### config.mk
export PLATFORM = sky130hd
export DESIGN_NAME = box_intersection_over_union_top
export DESIGN_NICKNAME = d
export VERILOG_FILES = /design/src/hdl/box_iou_pkg.sv /design/src/hdl/box_iou_edge.sv /design/src/hdl/box_iou_mul.sv /design/src/hdl/box_iou_div.sv /design/src/hdl/box_intersection_over_union_top.sv
export SDC_FILE = /design/constraint.sdc
export NUM_CORES = 2
export LEC_CHECK = 0
export ABC_CLOCK_PERIOD_IN_PS = 9600
export BUFFER_PORTS_ARGS = -buffer_cell sky130_fd_sc_hd__buf_2
export CORE_MARGIN = 10
export CORE_UTILIZATION = 55
export CTS_CLUSTER_DIAMETER = 50
export CTS_CLUSTER_SIZE = 25
export DETAILED_ROUTE_END_ITERATION = 8
export GPL_ROUTABILITY_DRIVEN = 0
export PLACE_DENSITY = 0.71
export RECOVER_POWER = 25
export SLEW_MARGIN = 15
export SYNTH_ARGS = -nofsm -noshare
export SYNTH_HDL_FRONTEND = slang
export SYNTH_SLANG_ARGS = --single-unit
export TNS_END_PERCENT = 10
### constraint.sdc
create_clock -name clk_i -period 9.6 [get_ports clk_i]
set_clock_uncertainty 0.2 [all_clocks]
set_input_delay 2.88 -clock clk_i [delete_from_list [all_inputs] [get_ports clk_i]]
set_output_delay 2.88 -clock clk_i [all_outputs]
set_load 0.005 [all_outputs]
### src/hdl/box_iou_pkg.sv
`default_nettype none
// ----------------------------------------------------------------------------
// box_iou_pkg
// shared widths, digit sizes and control bundles of the box overlap ratio block
// ----------------------------------------------------------------------------
package box_iou_pkg;

  // dimensions per box pair and coordinate precision
  localparam int unsigned MAX_DIMS    = 3;
  localparam int unsigned COORD_BITS  = 16;
  localparam int unsigned FIELD_BITS  = 16;
  localparam int unsigned DIM_BITS    = 2;

  // running volumes and the union
  localparam int unsigned VOL_BITS    = 48;
  localparam int unsigned UNI_BITS    = VOL_BITS + 1;
  localparam int unsigned REM_BITS    = VOL_BITS + 2;

  // ratio in unsigned q1.16
  localparam int unsigned FRAC_BITS   = 16;
  localparam int unsigned RATIO_BITS  = FRAC_BITS + 1;
  localparam logic [RATIO_BITS-1:0] IOU_ONE = RATIO_BITS'(1) << FRAC_BITS;

  // serial multiplier: two multiplier bits retired per cycle
  localparam int unsigned DIGIT_BITS  = 2;
  localparam int unsigned MUL_STEPS   = (COORD_BITS + DIGIT_BITS - 1) / DIGIT_BITS;
  localparam int unsigned MPLIER_BITS = MUL_STEPS * DIGIT_BITS;

  // restoring divider: one quotient bit per cycle
  localparam int unsigned DIV_STEPS   = RATIO_BITS;
  localparam int unsigned STEP_BITS   = $clog2(DIV_STEPS);

  typedef struct packed {
    logic clear;  // back to a product of one
    logic load;   // take the running product and a new extent
    logic step;   // retire one multiplier digit
  } mul_ctrl_t;

  typedef struct packed {
    logic load;   // take dividend and divisor
    logic step;   // one trial subtraction
  } div_ctrl_t;

endpackage
`default_nettype wire

### src/hdl/box_iou_edge.sv
`default_nettype none
// ----------------------------------------------------------------------------
// box_iou_edge
// overlap length and both box extents of one dimension
// ----------------------------------------------------------------------------
module box_iou_edge
  import box_iou_pkg::*;
(
  input  wire logic [FIELD_BITS-1:0] first_low_edge_i,
  input  wire logic [FIELD_BITS-1:0] first_high_edge_i,
  input  wire logic [FIELD_BITS-1:0] second_low_edge_i,
  input  wire logic [FIELD_BITS-1:0] second_high_edge_i,
  output logic                       overlap_pos_o,
  output logic [COORD_BITS-1:0]      overlap_o,
  output logic [COORD_BITS-1:0]      first_ext_o,
  output logic [COORD_BITS-1:0]      second_ext_o
);

  logic signed [COORD_BITS:0] a_lo, a_hi, b_lo, b_hi;
  logic signed [COORD_BITS:0] top, bot, ovl, ext_a, ext_b;

  // low coordinate bits, sign extended by one
  assign a_lo = $signed({first_low_edge_i[COORD_BITS-1], first_low_edge_i[COORD_BITS-1:0]});
  assign a_hi = $signed({first_high_edge_i[COORD_BITS-1], first_high_edge_i[COORD_BITS-1:0]});
  assign b_lo = $signed({second_low_edge_i[COORD_BITS-1], second_low_edge_i[COORD_BITS-1:0]});
  assign b_hi = $signed({second_high_edge_i[COORD_BITS-1], second_high_edge_i[COORD_BITS-1:0]});

  assign top   = (a_hi < b_hi) ? a_hi : b_hi;
  assign bot   = (a_lo > b_lo) ? a_lo : b_lo;
  assign ovl   = top - bot;
  assign ext_a = a_hi - a_lo;
  assign ext_b = b_hi - b_lo;

  // a positive overlap keeps all three lengths below 2^COORD_BITS
  assign overlap_pos_o = (ovl > $signed((COORD_BITS+1)'(0)));
  assign overlap_o     = ovl[COORD_BITS-1:0];
  assign first_ext_o   = ext_a[COORD_BITS-1:0];
  assign second_ext_o  = ext_b[COORD_BITS-1:0];

endmodule
`default_nettype wire

### src/hdl/box_iou_mul.sv
`default_nettype none
// ----------------------------------------------------------------------------
// box_iou_mul
// running volume, multiplied by one extent a digit per cycle
// ----------------------------------------------------------------------------
module box_iou_mul
  import box_iou_pkg::*;
(
  input  wire logic                  clk_i,
  input  wire logic                  rst_ni,
  input  wire mul_ctrl_t             ctrl_i,
  input  wire logic [COORD_BITS-1:0] extent_i,
  output logic      [VOL_BITS-1:0]   product_o
);

  logic [VOL_BITS-1:0]    acc_q, acc_d;
  logic [VOL_BITS-1:0]    mcand_q, mcand_d;
  logic [MPLIER_BITS-1:0] mplier_q, mplier_d;
  logic [VOL_BITS-1:0]    pp;

  // partial product of the current digit
  always_comb begin
    pp = '0;
    for (int i = 0; i < DIGIT_BITS; i++) begin
      if (mplier_q[i]) begin
        pp = pp + (mcand_q << i);
      end
    end
  end

  always_comb begin
    acc_d    = acc_q;
    mcand_d  = mcand_q;
    mplier_d = mplier_q;
    if (ctrl_i.clear) begin
      acc_d = VOL_BITS'(1);
    end else if (ctrl_i.load) begin
      mcand_d  = acc_q;
      mplier_d = MPLIER_BITS'(extent_i);
      acc_d    = '0;
    end else if (ctrl_i.step) begin
      acc_d    = acc_q + pp;
      mcand_d  = mcand_q << DIGIT_BITS;
      mplier_d = mplier_q >> DIGIT_BITS;
    end
  end

  always_ff @(posedge clk_i or negedge rst_ni) begin
    if (!rst_ni) begin
      acc_q <= VOL_BITS'(1);
    end else begin
      acc_q <= acc_d;
    end
  end

  always_ff @(posedge clk_i) begin
    mcand_q  <= mcand_d;
    mplier_q <= mplier_d;
  end

  assign product_o = acc_q;

endmodule
`default_nettype wire

### src/hdl/box_iou_div.sv
`default_nettype none
// ----------------------------------------------------------------------------
// box_iou_div
// restoring divider, one quotient bit per cycle, msb first
// ----------------------------------------------------------------------------
module box_iou_div
  import box_iou_pkg::*;
(
  input  wire logic                  clk_i,
  input  wire div_ctrl_t             ctrl_i,
  input  wire logic [VOL_BITS-1:0]   dividend_i,
  input  wire logic [UNI_BITS-1:0]   divisor_i,
  output logic      [RATIO_BITS-1:0] quotient_o
);

  logic [REM_BITS-1:0]   rem_q, rem_d;
  logic [UNI_BITS-1:0]   dvs_q, dvs_d;
  logic [RATIO_BITS-1:0] quo_q, quo_d;
  logic [REM_BITS:0]     trial;
  logic [REM_BITS-1:0]   rem_keep;
  logic                  fits;

  assign trial    = {1'b0, rem_q} - (REM_BITS+1)'(dvs_q);
  assign fits     = ~trial[REM_BITS];
  assign rem_keep = fits ? trial[REM_BITS-1:0] : rem_q;

  always_comb begin
    rem_d = rem_q;
    dvs_d = dvs_q;
    quo_d = quo_q;
    if (ctrl_i.load) begin
      rem_d = REM_BITS'(dividend_i);
      dvs_d = divisor_i;
      quo_d = '0;
    end else if (ctrl_i.step) begin
      rem_d = rem_keep << 1;
      quo_d = {quo_q[RATIO_BITS-2:0], fits};
    end
  end

  always_ff @(posedge clk_i) begin
    rem_q <= rem_d;
    dvs_q <= dvs_d;
    quo_q <= quo_d;
  end

  assign quotient_o = quo_q;

endmodule
`default_nettype wire

### src/hdl/box_intersection_over_union_top.sv
`default_nettype none
// ----------------------------------------------------------------------------
// box_intersection_over_union_top
// jaccard overlap of two axis aligned boxes, one dimension per transfer
// ----------------------------------------------------------------------------
//  channel   handshake          payload
//  -------   ---------          -------
//  item in   start, busy        first/second low/high edge, final_dimension
//  result    done_o (strobe)    iou_ratio, boxes_disjoint, dimension_overflow
//
//  an item is taken when start is high and busy is low
//  a counted dimension with positive overlap keeps busy high while the three
//  volumes are multiplied two extent bits per cycle
//  a final item that reaches the divider keeps busy high through the multiply,
//  sum, subtract, one-bit-per-cycle restoring divide and emit states, and done_o
//  strobes in the first cycle after; disjoint or overflowing pairs report in
//  the cycle after the transfer
//  results last one cycle on done_o and cannot be held off
//  reset puts the volumes back to one and the dimension count to zero
// ----------------------------------------------------------------------------
module box_intersection_over_union_top
  import box_iou_pkg::*;
(
  input  wire logic                  clk_i,
  input  wire logic                  rst_ni,
  input  wire logic                  start,
  output logic                       busy,
  input  wire logic [FIELD_BITS-1:0] first_low_edge_i,
  input  wire logic [FIELD_BITS-1:0] first_high_edge_i,
  input  wire logic [FIELD_BITS-1:0] second_low_edge_i,
  input  wire logic [FIELD_BITS-1:0] second_high_edge_i,
  input  wire logic                  final_dimension_i,
  output logic                       done_o,
  output logic [RATIO_BITS-1:0]      iou_ratio_o,
  output logic                       boxes_disjoint_o,
  output logic                       dimension_overflow_o
);

  // sequencer codes
  localparam logic [2:0] S_IDLE = 3'd0;
  localparam logic [2:0] S_MUL  = 3'd1;
  localparam logic [2:0] S_SUM  = 3'd2;
  localparam logic [2:0] S_SUB  = 3'd3;
  localparam logic [2:0] S_DIV  = 3'd4;
  localparam logic [2:0] S_EMIT = 3'd5;

  logic [2:0]            state_q, state_d;
  logic [STEP_BITS-1:0]  cnt_q, cnt_d;
  logic [DIM_BITS-1:0]   dim_q, dim_d;
  logic                  disjoint_q, disjoint_d;
  logic                  last_q, last_d;
  logic [UNI_BITS-1:0]   uni_q, uni_d;

  // result register
  logic                  done_q, done_d;
  logic [RATIO_BITS-1:0] ratio_q, ratio_d;
  logic                  rdisj_q, rdisj_d;
  logic                  rovf_q, rovf_d;

  // per dimension lengths
  logic                  ov_pos;
  logic [COORD_BITS-1:0] ov_len, ext_a, ext_b;

  // running volumes
  mul_ctrl_t             mul_ctrl;
  logic [VOL_BITS-1:0]   ovl_vol, first_vol, second_vol;

  // divider
  div_ctrl_t             div_ctrl;
  logic [REM_BITS-1:0]   uni_diff;
  logic [RATIO_BITS-1:0] quotient;

  // item decode
  logic                  accept, ovf, dj, grow;

  box_iou_edge u_edge (
    .first_low_edge_i   (first_low_edge_i),
    .first_high_edge_i  (first_high_edge_i),
    .second_low_edge_i  (second_low_edge_i),
    .second_high_edge_i (second_high_edge_i),
    .overlap_pos_o      (ov_pos),
    .overlap_o          (ov_len),
    .first_ext_o        (ext_a),
    .second_ext_o       (ext_b)
  );

  box_iou_mul u_mul_ovl (
    .clk_i     (clk_i),
    .rst_ni    (rst_ni),
    .ctrl_i    (mul_ctrl),
    .extent_i  (ov_len),
    .product_o (ovl_vol)
  );

  box_iou_mul u_mul_first (
    .clk_i     (clk_i),
    .rst_ni    (rst_ni),
    .ctrl_i    (mul_ctrl),
    .extent_i  (ext_a),
    .product_o (first_vol)
  );

  box_iou_mul u_mul_second (
    .clk_i     (clk_i),
    .rst_ni    (rst_ni),
    .ctrl_i    (mul_ctrl),
    .extent_i  (ext_b),
    .product_o (second_vol)
  );

  box_iou_div u_div (
    .clk_i      (clk_i),
    .ctrl_i     (div_ctrl),
    .dividend_i (ovl_vol),
    .divisor_i  (uni_diff[UNI_BITS-1:0]),
    .quotient_o (quotient)
  );

  assign busy   = (state_q != S_IDLE);
  assign accept = start & ~busy;

  // dimensions past the limit are counted but not accumulated
  assign ovf  = (dim_q >= DIM_BITS'(MAX_DIMS));
  assign dj   = disjoint_q | (~ovf & ~ov_pos);
  assign grow = ~ovf & ov_pos;

  // union = first + second - overlap, the sum is staged in uni_q
  assign uni_diff = {1'b0, uni_q} - REM_BITS'(ovl_vol);

  always_comb begin
    state_d    = state_q;
    cnt_d      = cnt_q;
    dim_d      = dim_q;
    disjoint_d = disjoint_q;
    last_d     = last_q;
    uni_d      = uni_q;
    done_d     = 1'b0;
    ratio_d    = ratio_q;
    rdisj_d    = rdisj_q;
    rovf_d     = rovf_q;
    mul_ctrl   = '0;
    div_ctrl   = '0;

    case (state_q)
      S_IDLE: begin
        if (accept) begin
          dim_d = (dim_q == '1) ? dim_q : dim_q + DIM_BITS'(1);
          if (final_dimension_i && (ovf || dj)) begin
            // ratio is known to be zero, report at once and start afresh
            done_d         = 1'b1;
            ratio_d        = '0;
            rdisj_d        = dj;
            rovf_d         = ovf;
            mul_ctrl.clear = 1'b1;
            dim_d          = '0;
            disjoint_d     = 1'b0;
          end else begin
            disjoint_d = dj;
            last_d     = final_dimension_i;
            if (grow) begin
              mul_ctrl.load = 1'b1;
              cnt_d         = '0;
              state_d       = S_MUL;
            end
          end
        end
      end

      S_MUL: begin
        mul_ctrl.step = 1'b1;
        cnt_d         = cnt_q + STEP_BITS'(1);
        if (cnt_q == STEP_BITS'(MUL_STEPS - 1)) begin
          cnt_d   = '0;
          state_d = last_q ? S_SUM : S_IDLE;
        end
      end

      S_SUM: begin
        uni_d   = UNI_BITS'(first_vol) + UNI_BITS'(second_vol);
        state_d = S_SUB;
      end

      S_SUB: begin
        if (uni_diff[REM_BITS-1] || (uni_diff == '0)) begin
          // empty union guard
          done_d         = 1'b1;
          ratio_d        = '0;
          rdisj_d        = 1'b0;
          rovf_d         = 1'b0;
          mul_ctrl.clear = 1'b1;
          dim_d          = '0;
          disjoint_d     = 1'b0;
          state_d        = S_IDLE;
        end else begin
          div_ctrl.load = 1'b1;
          cnt_d         = '0;
          state_d       = S_DIV;
        end
      end

      S_DIV: begin
        div_ctrl.step = 1'b1;
        cnt_d         = cnt_q + STEP_BITS'(1);
        if (cnt_q == STEP_BITS'(DIV_STEPS - 1)) begin
          cnt_d   = '0;
          state_d = S_EMIT;
        end
      end

      S_EMIT: begin
        done_d         = 1'b1;
        ratio_d        = (quotient > IOU_ONE) ? IOU_ONE : quotient;
        rdisj_d        = 1'b0;
        rovf_d         = 1'b0;
        mul_ctrl.clear = 1'b1;
        dim_d          = '0;
        disjoint_d     = 1'b0;
        state_d        = S_IDLE;
      end

      default: begin
        state_d = S_IDLE;
      end
    endcase
  end

  always_ff @(posedge clk_i or negedge rst_ni) begin
    if (!rst_ni) begin
      state_q    <= S_IDLE;
      cnt_q      <= '0;
      dim_q      <= '0;
      disjoint_q <= 1'b0;
      last_q     <= 1'b0;
      done_q     <= 1'b0;
    end else begin
      state_q    <= state_d;
      cnt_q      <= cnt_d;
      dim_q      <= dim_d;
      disjoint_q <= disjoint_d;
      last_q     <= last_d;
      done_q     <= done_d;
    end
  end

  always_ff @(posedge clk_i) begin
    uni_q   <= uni_d;
    ratio_q <= ratio_d;
    rdisj_q <= rdisj_d;
    rovf_q  <= rovf_d;
  end

  assign done_o               = done_q;
  assign iou_ratio_o          = ratio_q;
  assign boxes_disjoint_o     = rdisj_q;
  assign dimension_overflow_o = rovf_q;

endmodule
`default_nettype wire
==> impl_metrics.tcl <==
set metrics [dict create \
    drv_cap 5 \
    cts_tree "built" \
    die_area_mm2 0.09922 \
    worst_setup_path_end_kind "register" \
    drive_gt1_frac 0.1062 \
    finalSetupTns_ns 0 \
    syn_avg_cell_area_um2 8.981 \
    clock_path_buffers 3 \
    synthAdderAreaFrac 0.1368 \
    required_ns 9.89 \
    final_cell_mix "512 x nand2_1, 504 x ha_1, 458 x a21oi_1" \
    path_delay_family "compound AO/OA/AOI/OAI gates" \
    grt_pass1_vias 38039 \
    cts.clk_slew.worst_paths_ns 0.07 \
    wl_per_cell_um 18.18 \
    max_freq_mhz 114.4 \
    critPathMostFrequentCell "a21o_1" \
    relSlewSlack -1.341 \
    cts_max_level 3 \
    wl_um 119800 \
    drc 0 \
    cp_slowest_cell "fa_1" \
    netlist_instances 5329 \
    syn-num-nets 5913 \
    clock-root-buffer "clkbuf_16" \
    clk_latency_ns 0.64 \
    synth_warnings 0 \
    async_flop_share 0.2946 \
    fp.dieH_um 315.0 \
    hold_path.class "register to register" \
    fin_crit_sh 0.9102 \
    io_buffers 88 \
    critical_path_class "input pin to register" \
    synth-simple-area-share 0.1447 \
    synth_compound_area_frac 0.2227 \
    post_cts.repair.setup_buffers 0 \
    synth_edf_count 357 \
    rsz0062_at_grt "false" \
    grt_pass1_wl_um 195300 \
    ios 89 \
    ys_ff_latch 533 \
    period_needed_ns 8.738 \
    synth_ff_type "edfxtp_1" \
    dr.pass1.iters 6 \
    setup_viol 0 \
    utilization 0.6025 \
    hold_buffers 0 \
    initialDrtViolationCount 3246 \
    die_w_um 315.0 \
    core_area_mm2 0.08662 \
    cts_resized 0 \
    num_vias 39595 \
    grt_max_degree 91 \
    max_stage_delay_ns 0.46 \
    maxSlewViolCount 278 \
    initial_core_util 0.5526 \
    cp.arrival_ns 9.02 \
    synth.distinct_cells 93 \
    antenna_left 0 \
    cts_sinks 533 \
    synth_top_family_by_area "compound AO/OA/AOI/OAI gates" \
    final_nets 5958 \
    synthMuxAreaShare 0.07032 \
    area_growth_syn_to_layout_pct 9.029 \
    layout_commonest_cell "nand2_1" \
    grt_usage 0.2362 \
    rows 108 \
    status "finished, violations left" \
    synth_area_mm2 0.04786 \
    cts_buffers 71 \
    post-dp-hpwl_um 93920 \
    path_max_fanout 27 \
    worstSetupStartpointType "input pin" \
    viasPerCell 6.009 \
    gr-total-overflow 0 \
    seq_area_frac_synth 0.3141 \
    hold_viol 0 \
    critPathBufInv 4 \
    violations "capacitance limit, slew limit" \
    synth-xor-area-share 0.07257 \
    antenna_found_initial 2 \
    worst_pin_slew_ns 3.511 \
]
==> worst min-delay path: stages, from the launching register on <==
cell     delay (ns)
dfxtp_1        0.33
nand2_1        0.06
o22ai_1        0.06
==> cell type report <==
cell class | instances | area, um2
multi-input combinational | 4315 | 31030
sequential | 533 | 15030
timing repair buffer | 150 | 1018
clock inverter | 51 | 636.9
tap | 1155 | 1445
clock buffer | 81 | 1876
antenna | 1 | 2.502
fill | 7472 | 34430
inverter | 303 | 1137
==> state kept, by name, indices dropped and copies added, names as in the netlist <==
register,cells
state_q,3
u_mul_first.mcand_q,48
iou_ratio_o,17
u_div.rem_q,50
disjoint_q,1
last_q,1
u_mul_second.mplier_q,16
uni_q,49
u_mul_ovl.product_o,48
u_mul_first.product_o,48
u_mul_second.product_o,48
u_mul_ovl.mplier_q,16
u_mul_ovl.mcand_q,48
u_div.dvs_q,49
dimension_overflow_o,1
u_div.quotient_o,17
dim_q,2
boxes_disjoint_o,1
u_mul_first.mplier_q,16
cnt_q,5
done_o,1
u_mul_second.mcand_q,48
==> layer usage <==
metal  track usage  part of all wire
met1        0.3418              0.48
met2        0.3673              0.44
met3       0.02711             0.059
met4       0.06842             0.027
met5             0                 0
==> stage by stage <==
stage,cell area [um2],hold slack [ns],setup WS [ns],cells
3_3_place_gp,49720,0.2746,0.4331,6456
3_5_place_dp,49720,0.2817,0.2926,6456
6_report,52180,0.2891,0.8621,6589
2_1_floorplan,47900,0.2450,0.06356,5329
4_1_cts,52230,0.2898,0.8938,6588
5_1_grt,52180,0.3230,0.2947,6588
==> cell usage after synthesis, types with 19 or more instances <==
cell type | n | area [um2]
dfxtp_1 | 19 | 380.4
o21bai_1 | 74 | 555.5
inv_1 | 302 | 1134
a21o_1 | 281 | 2110
o21a_1 | 69 | 518.0
o211ai_1 | 28 | 210.2
xor2_1 | 137 | 1200
nand2b_1 | 70 | 437.9
a211oi_1 | 46 | 345.3
nand2_1 | 513 | 1926
dfrtp_1 | 154 | 3854
nand4_1 | 52 | 325.3
ha_1 | 504 | 6306
a21boi_0 | 26 | 195.2
a21oi_1 | 458 | 2292
nor3_1 | 64 | 320.3
and3_1 | 60 | 375.4
o21ai_0 | 454 | 2272
nor2_1 | 214 | 803.3
xnor2_1 | 257 | 2251
clkbuf_1 | 154 | 578.1
edfxtp_1 | 357 | 10720
or3_1 | 26 | 162.7
mux2_2 | 230 | 2590
o31ai_1 | 39 | 292.8
mux2i_1 | 46 | 460.4
a31oi_1 | 47 | 294.0
and2_1 | 175 | 1095
nand3_1 | 84 | 420.4
nor2b_1 | 62 | 387.9
mux2_4 | 21 | 315.3
nor4_1 | 20 | 125.1
or2_2 | 22 | 137.6
==> final timing paths <==
kind	from	endpoint	slack, ns	depth (start not counted)
max in group asynchronous	rst_ni	u_mul_first.product_o[38]	2.19	2
min	u_div.rem_q[48]	u_div.rem_q[48]	0.29	2
max reg2reg	u_mul_ovl.mplier_q[0]	u_mul_ovl.product_o[47]	1.77	29
max	second_high_edge_i[1]	u_mul_second.product_o[32]	0.86	32
min in group asynchronous	rst_ni	u_mul_second.product_o[4]	2.75	1
min reg2reg	u_div.rem_q[48]	u_div.rem_q[48]	0.29	2
==> logic make-up after synthesis <==
kind of cell | after synthesis
XOR/XNOR | 395
adder cells (fa/ha/maj) | 516
AO/OA/AOI/OAI | 1697
multiplexers | 297
flip-flops | 533
buffers and inverters | 481
AND/OR/NAND/NOR | 1410
Power is not shown: default switching activity piles up to over one toggle a cycle in this logic, so the estimate is an artifact.
